<file path="config.mk">
export PLATFORM = sky130hd
export DESIGN_NAME = panel_power_sequencer_pixel_framer_unit
export DESIGN_NICKNAME = d
export VERILOG_FILES = /design/src/hdl/pps_pkg.sv /design/src/hdl/pps_ctrl.sv /design/src/hdl/pps_dp.sv /design/src/hdl/panel_power_sequencer_pixel_framer_unit.sv
export SDC_FILE = /design/constraint.sdc
export NUM_CORES = 1
export LEC_CHECK = 0
export ABC_AREA = 1
export CAP_MARGIN = 15
export CORE_UTILIZATION = 61
export CTS_BUF_LIST = sky130_fd_sc_hd__clkbuf_2
export DETAILED_ROUTE_END_ITERATION = 10
export DONT_BUFFER_PORTS = 1
export PLACE_DENSITY = 0.74
export SYNTH_ARGS = -nofsm -noshare
export SYNTH_HDL_FRONTEND = slang
export SYNTH_SLANG_ARGS = --single-unit
</file>
<file path="constraint.sdc">
create_clock -name clock -period 2.9 [get_ports clock]
set_input_delay 0.145 -clock clock [delete_from_list [all_inputs] [get_ports clock]]
set_output_delay 0.145 -clock clock [all_outputs]
set_load 0.03 [all_outputs]
</file>
<file path="src/hdl/pps_pkg.sv">
// pps_pkg: shared types, codes and constants of the panel power sequencer
// and pixel framer; used by every module of the block
`timescale 1ns / 1ps
`default_nettype none

package pps_pkg;

   // pixel store size
   localparam int NUM_PIXELS = 4;
   localparam int PIX_W      = (NUM_PIXELS > 1) ? $clog2(NUM_PIXELS) : 1;

   // field widths
   localparam int REQ_DATA_W = 32;
   localparam int RSP_DATA_W = 16;
   localparam int CSR_IDX_W  = 2;

   // frame header byte
   localparam logic [7:0] FRAME_HEADER = 8'hF0;

   // register reset values
   localparam logic [7:0] DISCHARGE_WAIT_RST = 8'd10;
   localparam logic [7:0] OFF_WAIT_RST       = 8'd5;
   localparam logic [7:0] ON_WAIT_RST        = 8'd1;

   // register indexes
   typedef enum logic [CSR_IDX_W-1:0] {
      CSR_DISCHARGE_WAIT = 2'd0,
      CSR_OFF_WAIT       = 2'd1,
      CSR_ON_WAIT        = 2'd2
   } csr_index_type;

   // request kinds
   typedef enum logic [1:0] {
      REQ_TICK  = 2'd0,
      REQ_PIXEL = 2'd1,
      REQ_STEP  = 2'd2
   } req_kind_type;

   // power states
   typedef enum logic [2:0] {
      PWR_DISCHARGE = 3'd0,
      PWR_3V3_OFF   = 3'd1,
      PWR_3V3_ON    = 3'd2,
      PWR_12V_OFF   = 3'd3,
      PWR_12V_ON    = 3'd4
   } power_state_type;

   // colour channel sent next
   typedef enum logic [1:0] {
      CH_RED   = 2'd0,
      CH_GREEN = 2'd1,
      CH_BLUE  = 2'd2
   } chan_type;

   // controller states
   typedef enum logic {
      CTRL_IDLE  = 1'b0,
      CTRL_FRAME = 1'b1
   } ctrl_state_type;

   // controller to datapath
   typedef struct packed {
      logic accept;
      logic load_single;
      logic load_header;
      logic load_byte;
   } ctrl_cmd_type;

   // datapath to controller
   typedef struct packed {
      logic frame_go;
      logic last_byte;
      logic out_free;
   } dp_status_type;

endpackage : pps_pkg

`default_nettype wire

</file>
<file path="src/hdl/pps_ctrl.sv">
// pps_ctrl: controller state machine; decides when a transaction is taken
// and which result the datapath loads. Depends on pps_pkg.
`timescale 1ns / 1ps
`default_nettype none

module pps_ctrl (
   input  wire                    clock,
   input  wire                    reset,
   input  wire                    req_tvalid,
   output logic                   req_tready,
   input  pps_pkg::dp_status_type status,
   output pps_pkg::ctrl_cmd_type  cmd
);
   import pps_pkg::*;

   ctrl_state_type state_ff, state_in;

   // next state
   always_comb begin
      state_in = state_ff;
      case (state_ff)
         CTRL_IDLE: begin
            if (req_tvalid && status.out_free && status.frame_go) state_in = CTRL_FRAME;
         end
         CTRL_FRAME: begin
            if (status.out_free && status.last_byte) state_in = CTRL_IDLE;
         end
         default: state_in = CTRL_IDLE;
      endcase
   end

   // outputs
   always_comb begin
      req_tready      = 1'b0;
      cmd             = '0;
      case (state_ff)
         CTRL_IDLE: begin
            req_tready      = status.out_free;
            cmd.accept      = req_tvalid && status.out_free;
            cmd.load_header = cmd.accept && status.frame_go;
            cmd.load_single = cmd.accept && !status.frame_go;
         end
         CTRL_FRAME: begin
            cmd.load_byte = status.out_free;
         end
         default: begin
            req_tready = 1'b0;
         end
      endcase
   end

   // state register
   always_ff @(posedge clock) begin
      if (reset) begin
         state_ff <= CTRL_IDLE;
      end else begin
         state_ff <= state_in;
      end
   end

endmodule : pps_ctrl

`default_nettype wire

</file>
<file path="src/hdl/pps_dp.sv">
// pps_dp: datapath; wait registers, power state, tick counter, pixel store,
// frame byte builder and result register. Depends on pps_pkg.
`timescale 1ns / 1ps
`default_nettype none

module pps_dp (
   input  wire                                 clock,
   input  wire                                 reset,
   input  wire  [1:0]                          req_tuser,  // req_type
   // pixel_index[1:0], red_value[9:2], green_value[17:10], blue_value[25:18],
   // link_active[26], tx_idle[27], zero fill[31:28]
   input  wire  [pps_pkg::REQ_DATA_W-1:0]      req_tdata,
   output logic                                rsp_tvalid,
   input  wire                                 rsp_tready,
   // power_state[2:0], rail_3v3_pin[3], rail_12v_pin[4], tx_byte[12:5], zero fill[15:13]
   output logic [pps_pkg::RSP_DATA_W-1:0]      rsp_tdata,
   output logic                                rsp_tuser,  // byte_valid
   output logic                                rsp_tlast,  // last_of_run
   input  wire                                 csr_valid,
   input  wire  [pps_pkg::CSR_IDX_W-1:0]       csr_index,
   input  wire  [7:0]                          csr_data,
   input  pps_pkg::ctrl_cmd_type               cmd,
   output pps_pkg::dp_status_type              status
);
   import pps_pkg::*;

   // request fields
   logic [1:0] pixel_index;
   logic [7:0] red_value, green_value, blue_value;
   logic       link_active, tx_idle;

   assign pixel_index = req_tdata[1:0];
   assign red_value   = req_tdata[9:2];
   assign green_value = req_tdata[17:10];
   assign blue_value  = req_tdata[25:18];
   assign link_active = req_tdata[26];
   assign tx_idle     = req_tdata[27];

   // registers
   logic [7:0]      discharge_wait_ff, off_wait_ff, on_wait_ff;
   power_state_type seq_state_ff, seq_state_in;
   logic [7:0]      tick_count_ff, tick_count_in;
   logic [23:0]     colour_ff [NUM_PIXELS];
   logic [23:0]     colour_in [NUM_PIXELS];
   logic [NUM_PIXELS-1:0] pending_ff, pending_in;
   chan_type        chan_ff, chan_in;
   logic            rsp_valid_ff, rsp_valid_in;
   logic [2:0]      power_state_ff, power_state_in;
   logic            rail_3v3_ff, rail_3v3_in;
   logic            rail_12v_ff, rail_12v_in;
   logic [7:0]      tx_byte_ff, tx_byte_in;
   logic            byte_valid_ff, byte_valid_in;
   logic            last_ff, last_in;

   // lowest pending pixel and its colour
   logic [PIX_W-1:0]      low_idx;
   logic [NUM_PIXELS-1:0] low_onehot;
   logic [23:0]           low_colour;
   logic [7:0]            chan_level;
   logic [7:0]            frame_idx;
   logic [7:0]            frame_byte;

   always_comb begin
      low_idx    = '0;
      low_onehot = '0;
      low_colour = colour_ff[0];
      for (int p = NUM_PIXELS - 1; p >= 0; p--) begin
         if (pending_ff[p]) begin
            low_idx    = PIX_W'(p);
            low_onehot = NUM_PIXELS'(1) << p;
            low_colour = colour_ff[p];
         end
      end
   end

   // channel byte: index nibble over the top three colour bits
   always_comb begin
      case (chan_ff)
         CH_RED:   chan_level = low_colour[23:16];
         CH_GREEN: chan_level = low_colour[15:8];
         CH_BLUE:  chan_level = low_colour[7:0];
         default:  chan_level = 8'd0;
      endcase
      frame_idx  = 8'(low_idx) * 8'd3 + 8'(chan_ff);
      frame_byte = {frame_idx[3:0], 1'b0, chan_level[7:5]};
   end

   // status
   assign status.out_free  = !rsp_valid_ff || rsp_tready;
   assign status.frame_go  = (req_tuser == REQ_STEP) && (seq_state_ff == PWR_12V_ON)
                             && tx_idle && (|pending_ff);
   assign status.last_byte = (chan_ff == CH_BLUE) && ((pending_ff & ~low_onehot) == '0);

   // sequencer, tick counter and pixel store
   always_comb begin
      seq_state_in  = seq_state_ff;
      tick_count_in = tick_count_ff;
      pending_in    = pending_ff;
      chan_in       = chan_ff;
      for (int p = 0; p < NUM_PIXELS; p++) colour_in[p] = colour_ff[p];

      if (cmd.accept) begin
         case (req_tuser)
            REQ_TICK: begin
               if (tick_count_ff != 8'hFF) tick_count_in = tick_count_ff + 8'd1;
            end
            REQ_PIXEL: begin
               for (int p = 0; p < NUM_PIXELS; p++) begin
                  if (pixel_index == 2'(p)) begin
                     colour_in[p]  = {red_value, green_value, blue_value};
                     pending_in[p] = 1'b1;
                  end
               end
            end
            REQ_STEP: begin
               case (seq_state_ff)
                  PWR_DISCHARGE: begin
                     if (tick_count_ff > discharge_wait_ff) begin
                        seq_state_in  = PWR_3V3_ON;
                        tick_count_in = '0;
                     end
                  end
                  PWR_3V3_OFF: begin
                     if (tick_count_ff > off_wait_ff) begin
                        seq_state_in  = PWR_3V3_ON;
                        tick_count_in = '0;
                     end
                  end
                  PWR_3V3_ON: begin
                     if (tick_count_ff > on_wait_ff) begin
                        if (link_active) begin
                           seq_state_in = PWR_12V_ON;
                        end else begin
                           seq_state_in  = PWR_3V3_OFF;
                           tick_count_in = '0;
                        end
                     end
                  end
                  PWR_12V_OFF: begin
                     seq_state_in = PWR_12V_OFF;
                  end
                  PWR_12V_ON: begin
                     seq_state_in = PWR_12V_ON;
                  end
                  default: begin
                     seq_state_in  = PWR_DISCHARGE;
                     tick_count_in = '0;
                  end
               endcase
            end
            default: begin
               seq_state_in = seq_state_ff;
            end
         endcase
      end

      // frame walk over pending pixels, three channels each
      if (cmd.load_header) chan_in = CH_RED;
      if (cmd.load_byte) begin
         if (chan_ff == CH_BLUE) begin
            chan_in    = CH_RED;
            pending_in = pending_ff & ~low_onehot;
         end else if (chan_ff == CH_RED) begin
            chan_in = CH_GREEN;
         end else begin
            chan_in = CH_BLUE;
         end
      end
   end

   // result register
   always_comb begin
      rsp_valid_in   = rsp_valid_ff;
      power_state_in = power_state_ff;
      rail_3v3_in    = rail_3v3_ff;
      rail_12v_in    = rail_12v_ff;
      tx_byte_in     = tx_byte_ff;
      byte_valid_in  = byte_valid_ff;
      last_in        = last_ff;
      if (cmd.load_single || cmd.load_header || cmd.load_byte) begin
         rsp_valid_in   = 1'b1;
         power_state_in = seq_state_in;
         rail_3v3_in    = seq_state_in inside {PWR_DISCHARGE, PWR_3V3_OFF};
         rail_12v_in    = (seq_state_in == PWR_12V_ON);
         if (cmd.load_header) begin
            tx_byte_in    = FRAME_HEADER;
            byte_valid_in = 1'b1;
            last_in       = 1'b0;
         end else if (cmd.load_byte) begin
            tx_byte_in    = frame_byte;
            byte_valid_in = 1'b1;
            last_in       = status.last_byte;
         end else begin
            tx_byte_in    = 8'd0;
            byte_valid_in = 1'b0;
            last_in       = 1'b1;
         end
      end else if (rsp_tready) begin
         rsp_valid_in = 1'b0;
      end
   end

   // control registers
   always_ff @(posedge clock) begin
      if (reset) begin
         discharge_wait_ff <= DISCHARGE_WAIT_RST;
         off_wait_ff       <= OFF_WAIT_RST;
         on_wait_ff        <= ON_WAIT_RST;
         seq_state_ff      <= PWR_DISCHARGE;
         tick_count_ff     <= '0;
         pending_ff        <= '0;
         chan_ff           <= CH_RED;
         rsp_valid_ff      <= 1'b0;
      end else begin
         if (csr_valid) begin
            case (csr_index)
               CSR_DISCHARGE_WAIT: discharge_wait_ff <= csr_data;
               CSR_OFF_WAIT:       off_wait_ff       <= csr_data;
               CSR_ON_WAIT:        on_wait_ff        <= csr_data;
               default:            on_wait_ff        <= on_wait_ff;
            endcase
         end
         seq_state_ff  <= seq_state_in;
         tick_count_ff <= tick_count_in;
         pending_ff    <= pending_in;
         chan_ff       <= chan_in;
         rsp_valid_ff  <= rsp_valid_in;
      end
   end

   // payload registers
   always_ff @(posedge clock) begin
      for (int p = 0; p < NUM_PIXELS; p++) colour_ff[p] <= colour_in[p];
      power_state_ff <= power_state_in;
      rail_3v3_ff    <= rail_3v3_in;
      rail_12v_ff    <= rail_12v_in;
      tx_byte_ff     <= tx_byte_in;
      byte_valid_ff  <= byte_valid_in;
      last_ff        <= last_in;
   end

   assign rsp_tvalid = rsp_valid_ff;
   assign rsp_tdata  = {3'b000, tx_byte_ff, rail_12v_ff, rail_3v3_ff, power_state_ff};
   assign rsp_tuser  = byte_valid_ff;
   assign rsp_tlast  = last_ff;

endmodule : pps_dp

`default_nettype wire

</file>
<file path="src/hdl/panel_power_sequencer_pixel_framer_unit.sv">
// panel_power_sequencer_pixel_framer_unit: top level; joins the controller
// (pps_ctrl) and the datapath (pps_dp). Depends on pps_pkg.
//
//   channel  direction  handshake              payload
//   req_     in         req_tvalid/req_tready  tuser req_type, tdata pixel and link fields
//   rsp_     out        rsp_tvalid/rsp_tready  tdata state, pins, byte; tuser byte_valid; tlast
//   csr_     in         csr_valid/csr_ready    csr_index, csr_data
//
// ticks, pixel writes and steps that send no frame give one result each; a frame
// step gives a header byte and then three bytes for each pending pixel, one byte
// per cycle while the result register is not stalled, through the single result
// register, and the input is held off until its last byte is loaded. a stalled
// result register stalls the input. reset is synchronous and needs no clearing pass.
`timescale 1ns / 1ps
`default_nettype none

module panel_power_sequencer_pixel_framer_unit (
   input  wire                             clock,
   input  wire                             reset,
   input  wire                             req_tvalid,
   output logic                            req_tready,
   input  wire  [1:0]                      req_tuser,  // req_type
   // pixel_index[1:0], red_value[9:2], green_value[17:10], blue_value[25:18],
   // link_active[26], tx_idle[27], zero fill[31:28]
   input  wire  [pps_pkg::REQ_DATA_W-1:0]  req_tdata,
   output logic                            rsp_tvalid,
   input  wire                             rsp_tready,
   // power_state[2:0], rail_3v3_pin[3], rail_12v_pin[4], tx_byte[12:5], zero fill[15:13]
   output logic [pps_pkg::RSP_DATA_W-1:0]  rsp_tdata,
   output logic                            rsp_tuser,  // byte_valid
   output logic                            rsp_tlast,  // last_of_run
   input  wire                             csr_valid,
   output logic                            csr_ready,
   input  wire  [pps_pkg::CSR_IDX_W-1:0]   csr_index,
   input  wire  [7:0]                      csr_data
);
   import pps_pkg::*;

   ctrl_cmd_type  cmd;
   dp_status_type status;

   // registers are always writable
   assign csr_ready = 1'b1;

   pps_ctrl u_ctrl (
      .clock      (clock),
      .reset      (reset),
      .req_tvalid (req_tvalid),
      .req_tready (req_tready),
      .status     (status),
      .cmd        (cmd)
   );

   pps_dp u_dp (
      .clock      (clock),
      .reset      (reset),
      .req_tuser  (req_tuser),
      .req_tdata  (req_tdata),
      .rsp_tvalid (rsp_tvalid),
      .rsp_tready (rsp_tready),
      .rsp_tdata  (rsp_tdata),
      .rsp_tuser  (rsp_tuser),
      .rsp_tlast  (rsp_tlast),
      .csr_valid  (csr_valid),
      .csr_index  (csr_index),
      .csr_data   (csr_data),
      .cmd        (cmd),
      .status     (status)
   );

endmodule : panel_power_sequencer_pixel_framer_unit

`default_nettype wire

</file>
==> flow_summary_export.csv, run 1 <==
group,metric,value,unit
outcome,status,"finished clean",
global_routing,met3_usage,0.0618,
sta,skew,0.0294,ns
power,vdd_drop_max,314,uV
drt,wl_per_cell,14.7,um
clocking,post_cts_buffers,0,
yosys,yosys-top-cells-count,"104 x nand2_1, 72 x inv_1, 57 x nor2_1",
floorplanning,initial_core_util,0.638,
drt,wl,10100,um
cells_and_area,nets,662,
yosys,syn_area,4700,sq um
drt,drtAntennaViolNets,0,
yosys,synth_flop_cell,"edfxtp_1",
sta,max_freq,393,MHz
floorplanning,fp.dieH,89.8,um
cells_and_area,drive_above_1_share,0.0764,
sta,slew-limit-headroom,0.505,
global_routing,grt_pass1_wl,16700,um
placed_design,post-place-ws,0.342,ns
yosys,synth_edf_count,50,
global_routing,grt_max_degree,29,
clocking,clk_pin_slew_worst_paths,0.27,ns
sta,hold_viol,0,
drt,vias,3766,
global_routing,grt_pass1_vias,3543,
clocking,hold_buffers,41,
global_routing,antenna_found_initial,0,
floorplanning,std_cell_rows,31,
sta,worstMarginPinSlew,0.737,ns
yosys,yosysMostFrequentCell,"nand2_1",
sta,timing.final.crit_share,0.878,
sta,slew_violations,0,
run,cap_violations,0,
drt,drt_iter0_markers,257,
sta,layout_min_cycle_time,2.55,ns
yosys,yosysSeqAreaShare,0.502,
floorplanning,die_w,89.8,um
yosys,synth.largest_area_cell,"edfxtp_1",
setup_path,critPathCaptureType,"register",
yosys,ys_ff_latch,93,
yosys,synth.area.top_cells,"edfxtp_1 32%, dfxtp_1 18%, nand2_1 8.3%",
floorplanning,coreArea,7370,sq um
floorplanning,io_pins,70,
global_routing,grt.met2_usage,0.409,
setup_path,cp_max_fo,9,
clocking,cts_tree,"yes",
setup_path,worstPathRequired,3.25,ns
power,power_density,440,nW/um^2
power,leakagePower,0.00231,uW
placed_design,place.port_buffers,0,
setup_path,crit_type,"reg2reg",
placed_design,gp_congestion,0.863,
global_routing,grt_use_total,0.263,
clocking,worstSkewPairLatency,0.55,ns
setup_path,arrival,2.90,ns
yosys,avgSynthCellArea,8.73,sq um
sta,finalSetupViolCount,0,
cells_and_area,syn2layout_area_growth,13.3,%
global_routing,met1_usage,0.368,
global_routing,grt_busiest_layer,"met2",
clocking,cts.path.max_buffers,2,
sta,finalSetupTns,0,ns
clocking,cts_max_level,3,
sta,grt_setup_unrepaired,"false",
global_routing,grt_overflow_total,0,
placed_design,post-dp-hpwl,6900,um
cells_and_area,n_antenna_cell,0,
worst_hold_path,hold_class,"in2reg",
drt,route.detailed.drc,0,
yosys,syn_inst,539,
cells_and_area,final_util,0.723,
clocking,clock_sinks,93,
yosys,yosysTopAreaCellShare,0.319,
drt,first_pass_iters,5,
setup_path,cp-start-kind,"register",
sta,setup_ws,0.354,ns
clocking,cts_root_buf,"clkbuf_2",
yosys,ys_async_sr_fraction,0,
floorplanning,die_area,8070,sq um
clocking,cts_resized,0,
drt,viasPerCell,5.47,
clocking,cts_inserted_buffers,9,
yosys,synth_warnings,0,
yosys,synthDistinctLibCells,41,
where the power goes:
| group | total [uW] | leakage, uW | switching (uW) | internal (uW) |
|---|---|---|---|---|
| combinational | 220 | 0.00143 | 136 | 83.9 |
| clock | 670 | 0.0000725 | 457 | 213 |
| sequential | 1450 | 0.000810 | 31.5 | 1420 |
| total | 2340 | 0.00231 | 625 | 1720 |
flip-flops by register name (all words and copies together), names as in the netlist:
register                count
u_dp.colour_ff             36
u_dp.discharge_wait_ff      8
u_dp.off_wait_ff            8
u_dp.on_wait_ff             8
u_dp.tick_count_ff          8
u_dp.tx_byte_ff             7
u_dp.pending_ff             4
u_dp.power_state_ff         3
u_dp.seq_state_ff           3
u_dp.chan_ff                2
u_ctrl.state_ff             1
u_dp.rail_12v_ff            1
u_dp.rail_3v3_ff            1
u_dp.rsp_tlast              1
u_dp.rsp_tuser              1
u_dp.rsp_tvalid             1
cells in the final DEF, fill, tap and decap left out, drive strengths merged, types with 10 or more instances in the layout:
cell type    Yosys  layout
a21oi           45      45
clkbuf           8      10
dfxtp           43      43
dlygate4sd3      0      41
edfxtp          50      50
ha              27      27
inv             76      79
nand2          110     110
nand3           21      21
nor2            62      62
o21ai           37      37
stage by stage:
stage | instance area, sq um | power [uW] | cells | hold slack, ns
3_5_place_dp | 4800 | 1640 | 631 | 0.218
4_1_cts | 5330 | 2340 | 688 | 0.00325
5_1_grt | 5330 | 2440 | 688 | 0.0114
6_report | 5330 | 2340 | 688 | 0.0491
3_3_place_gp | 4800 | 1640 | 631 | 0.214
2_1_floorplan | 4720 | 1610 | 542 | 0.244
metal layers:
layer / part of all wire / routed length, um / up-vias
met5: 0 / 0 / -
met1: 0.49 / 4900 / 1759
met4: 0.012 / 121 / 0
met3: 0.060 / 604 / 11
li1: - / - / 1872
met2: 0.44 / 4470 / 124
critical path, stage by stage, from the launching register on:
cell and delay (ns):
dfxtp_1 0.46, nor2_4 0.27, inv_1 0.06, nor2_1 0.19, inv_1 0.09, fa_1 0.50
inv_1 0.04, ha_1 0.19, fa_1 0.43, nand2_1 0.08, nand2_1 0.05
area by class of cell:
cell class	instances	area, sq um
timing repair buffer	49	470
tap	99	124
clock buffer	10	50.0
inverter	78	293
fill	580	2040
multi-input combinational	353	1960
clock inverter	6	70.1
sequential	93	2360
path summary, 6_finish.rpt:
path | slack [ns] | from | end | cells past startpoint
max | 0.35 | u_dp.pending_ff[1] | u_dp.tx_byte_ff[6] | 10
min | 0.05 | req_tvalid | u_dp.tick_count_ff[1] | 6
max reg2reg | 0.35 | u_dp.pending_ff[1] | u_dp.tx_byte_ff[6] | 10
min reg2reg | 0.48 | u_ctrl.state_ff | u_ctrl.state_ff | 2
kinds of logic (layout without fill, tap and decap cells):
logic type / count (synthesis) / after routing / share of synthesized area
buf+inv: 96 / 143 / 0.0832
fa+ha+maj: 29 / 29 / 0.0803
compound gates: 103 / 103 / 0.126
simple gates: 211 / 211 / 0.198
flops: 93 / 93 / 0.502
other cells: 2 / 5 / 0.00160
xor+xnor: 5 / 5 / 0.00931
No activity file was read; power rests on OpenSTA's default activity.
==> run 2, diff against run 1 <==
--- a/config.mk
+++ b/config.mk
@@ -14,4 +14,5 @@
 export PLACE_DENSITY = 0.74
 export SYNTH_ARGS = -nofsm -noshare
 export SYNTH_HDL_FRONTEND = slang
+export SYNTH_HIERARCHICAL = 1
 export SYNTH_SLANG_ARGS = --single-unit
==> flow_summary_export.csv, run 2 <==
group,metric,value,unit
clocking,cts_max_level,3,
yosys,synth_warnings,6,
yosys,avgSynthCellArea,8.77,sq um
setup_path,cp-start-kind,"register",
cells_and_area,mostFrequentLayoutCell,"nand2_1",
floorplanning,initial_core_util,0.639,
run,cap_violations,0,
clocking,post_cts_buffers,0,
drt,drtAntennaViolNets,0,
setup_path,cp_max_fo,7,
global_routing,grt_pass1_wl,16500,um
cells_and_area,final_cell_mix,"112 x nand2_1, 76 x inv_1, 50 x edfxtp_1, 45 x nor2_1",
yosys,ys_ff_latch,93,
worst_hold_path,min_to,"u_dp/tick_count_ff[3]",
cells_and_area,drive_above_1_share,0.0821,
sta,finalSetupViolCount,0,
yosys,yosysTopAreaCellShare,0.320,
global_routing,grt_overflow_total,0,
global_routing,grt_use_total,0.276,
global_routing,met1_usage,0.384,
yosys,ys_async_sr_fraction,0,
yosys,yosysMostFrequentCell,"nand2_1",
floorplanning,fp.dieH,89.6,um
power,vdd_drop_max,265,uV
sta,finalSetupTns,0,ns
setup_path,reg2reg_to,"u_dp/tick_count_ff[2]",
setup_path,arrival,3.09,ns
clocking,cts_inserted_buffers,9,
sta,layout_min_cycle_time,2.59,ns
setup_path,r2r_setup_slack,0.31,ns
yosys,synth.area.mux_share,0,
setup_path,reg2reg_depth,12,
placed_design,dpl_cell_area,4810,sq um
floorplanning,die_w,89.6,um
setup_path,r2r_start,"u_dp/tick_count_ff[7]",
drt,vias,3737,
drt,route.detailed.drc,0,
sta,slew-limit-headroom,0.444,
floorplanning,coreArea,7330,sq um
global_routing,met3_usage,0.0420,
cells_and_area,largest-register,"u_dp/colour_ff",
placed_design,place.port_buffers,0,
floorplanning,std_cell_rows,31,
yosys,synth_compound_area_frac,0.125,
drt,wl,10000,um
yosys,synth.area.top_cells,"edfxtp_1 32%, dfxtp_1 18%, nand2_1 9.0%",
clocking,clk_pin_slew_worst_paths,0.27,ns
yosys,synthDistinctLibCells,37,
clocking,worstSkewPairLatency,0.54,ns
setup_path,critPathCaptureType,"register",
yosys,synth_flop_cell,"edfxtp_1",
sta,grt_setup_unrepaired,"false",
global_routing,grt_pass1_vias,3555,
worst_hold_path,hold_start,"req_tdata[26]",
global_routing,grt_busiest_layer,"met2",
setup_path,worstPathRequired,3.40,ns
sta,timing.final.crit_share,0.895,
yosys,yosys-top-cells-count,"112 x nand2_1, 76 x inv_1, 50 x edfxtp_1",
sta,slew_violations,0,
drt,wl_per_cell,14.6,um
cells_and_area,nets,658,
clocking,clock_sinks,93,
yosys,syn_area,4690,sq um
power,power_density,422,nW/um^2
placed_design,post-place-ws,0.486,ns
yosys,yosysSeqAreaShare,0.504,
clocking,cts.path.max_buffers,2,
global_routing,antenna_found_initial,0,
power,leakagePower,0.00228,uW
yosys,synth.largest_area_cell,"edfxtp_1",
cells_and_area,final_util,0.726,
placed_design,post-dp-hpwl,6780,um
sta,worstMarginPinSlew,0.833,ns
cells_and_area,n_antenna_cell,0,
yosys,synth_edf_count,50,
drt,first_pass_iters,5,
cells_and_area,syn2layout_area_growth,13.6,%
floorplanning,io_pins,70,
global_routing,grt_max_degree,30,
yosys,synth_top_family_by_area,"simple AND/OR/NAND/NOR gates",
placed_design,gp_congestion,0.827,
worst_hold_path,hold_class,"in2reg",
floorplanning,die_area,8040,sq um
yosys,syn_inst,534,
sta,max_freq,385,MHz
yosys,synth_xor_area_frac,0.00935,
yosys,synth_fa_ha_area_frac,0.0806,
outcome,status,"finished clean",
sta,skew,0.0267,ns
clocking,cts_root_buf,"clkbuf_2",
sta,setup_ws,0.306,ns
drt,drt_iter0_markers,318,
cells_and_area,largest_reg_flops,36,
yosys,synthSimpleGateAreaFrac,0.189,
cells_and_area,postLayoutCellArea,5320,sq um
sta,hold_viol,0,
drt,viasPerCell,5.46,
worst_hold_path,min_path_cells,7,
global_routing,grt.met2_usage,0.435,
clocking,cts_tree,"yes",
setup_path,crit_type,"reg2reg",
run 2: cells by family (layout without fill, tap and decap cells):
| logic type | count (synthesis) | after routing |
|---|---|---|
| compound gates | 99 | 99 |
| other cells | 2 | 5 |
| xor+xnor | 5 | 5 |
| simple gates | 203 | 203 |
| flops | 93 | 93 |
| buf+inv | 103 | 151 |
| fa+ha+maj | 29 | 29 |
run 2: routing by layer:
layer  share of wire  routed length (um)
met1            0.48                4760
met2            0.45                4460
met3           0.064                 644
met4           0.015                 150
met5               0                   0
run 2: cell type report:
class | count | area, sq um
inverters | 85 | 319
clock buffers | 9 | 45.0
multi-input cells | 341 | 1940
fillers | 554 | 2010
repair buffers | 50 | 478
clock inverters | 7 | 56.3
flip-flops and latches | 93 | 2360
well taps | 99 | 124
run 2: timing repair:
action,CTS,global route
endpoints found under the setup margin,0,0
gates resized for setup,0,0
endpoints found under the hold margin,109,0
hold buffers,41,0
run 2: how the worst max path moves through the flow:
stage               slack [ns]                   from               endpoint
global route              0.17  u_dp/tick_count_ff[7]  u_dp/tick_count_ff[2]
global placement          0.51     u_dp/pending_ff[0]     u_dp/tx_byte_ff[6]
finish                    0.31  u_dp/tick_count_ff[7]  u_dp/tick_count_ff[2]
floorplan                 0.40     u_dp/pending_ff[0]     u_dp/tx_byte_ff[6]
detailed placement        0.49     u_dp/pending_ff[0]     u_dp/tx_byte_ff[6]
CTS                       0.34  u_dp/tick_count_ff[7]  u_dp/tick_count_ff[2]
run 2: power by group:
| part | switching, uW | internal, uW |
|---|---|---|
| logic | 136 | 80.1 |
| registers | 29.9 | 1420 |
| clock network | 453 | 123 |
run 2: worst max-delay path, stage by stage, from the launching register on:
cell and delay, ns:
dfxtp_1 0.49, ha_1 0.35, nand2_1 0.07, nor2_1 0.21, nand2_1 0.08, nand2_1 0.06, nand2_1 0.09, nand2_1 0.14
nand2_4 0.07, o21ai_4 0.24, nand2_1 0.07, dlygate4sd3_1 0.56, a21oi_1 0.11
run 2: through the flow:
step / hold slack [ns] / power, uW / std cells
6_report: 0.0650 / 2240 / 684
5_1_grt: 0.0488 / 2340 / 684
4_1_cts: 0.0142 / 2260 / 684
3_5_place_dp: 0.211 / 1640 / 627
3_3_place_gp: 0.211 / 1630 / 627
2_1_floorplan: 0.207 / 1610 / 537
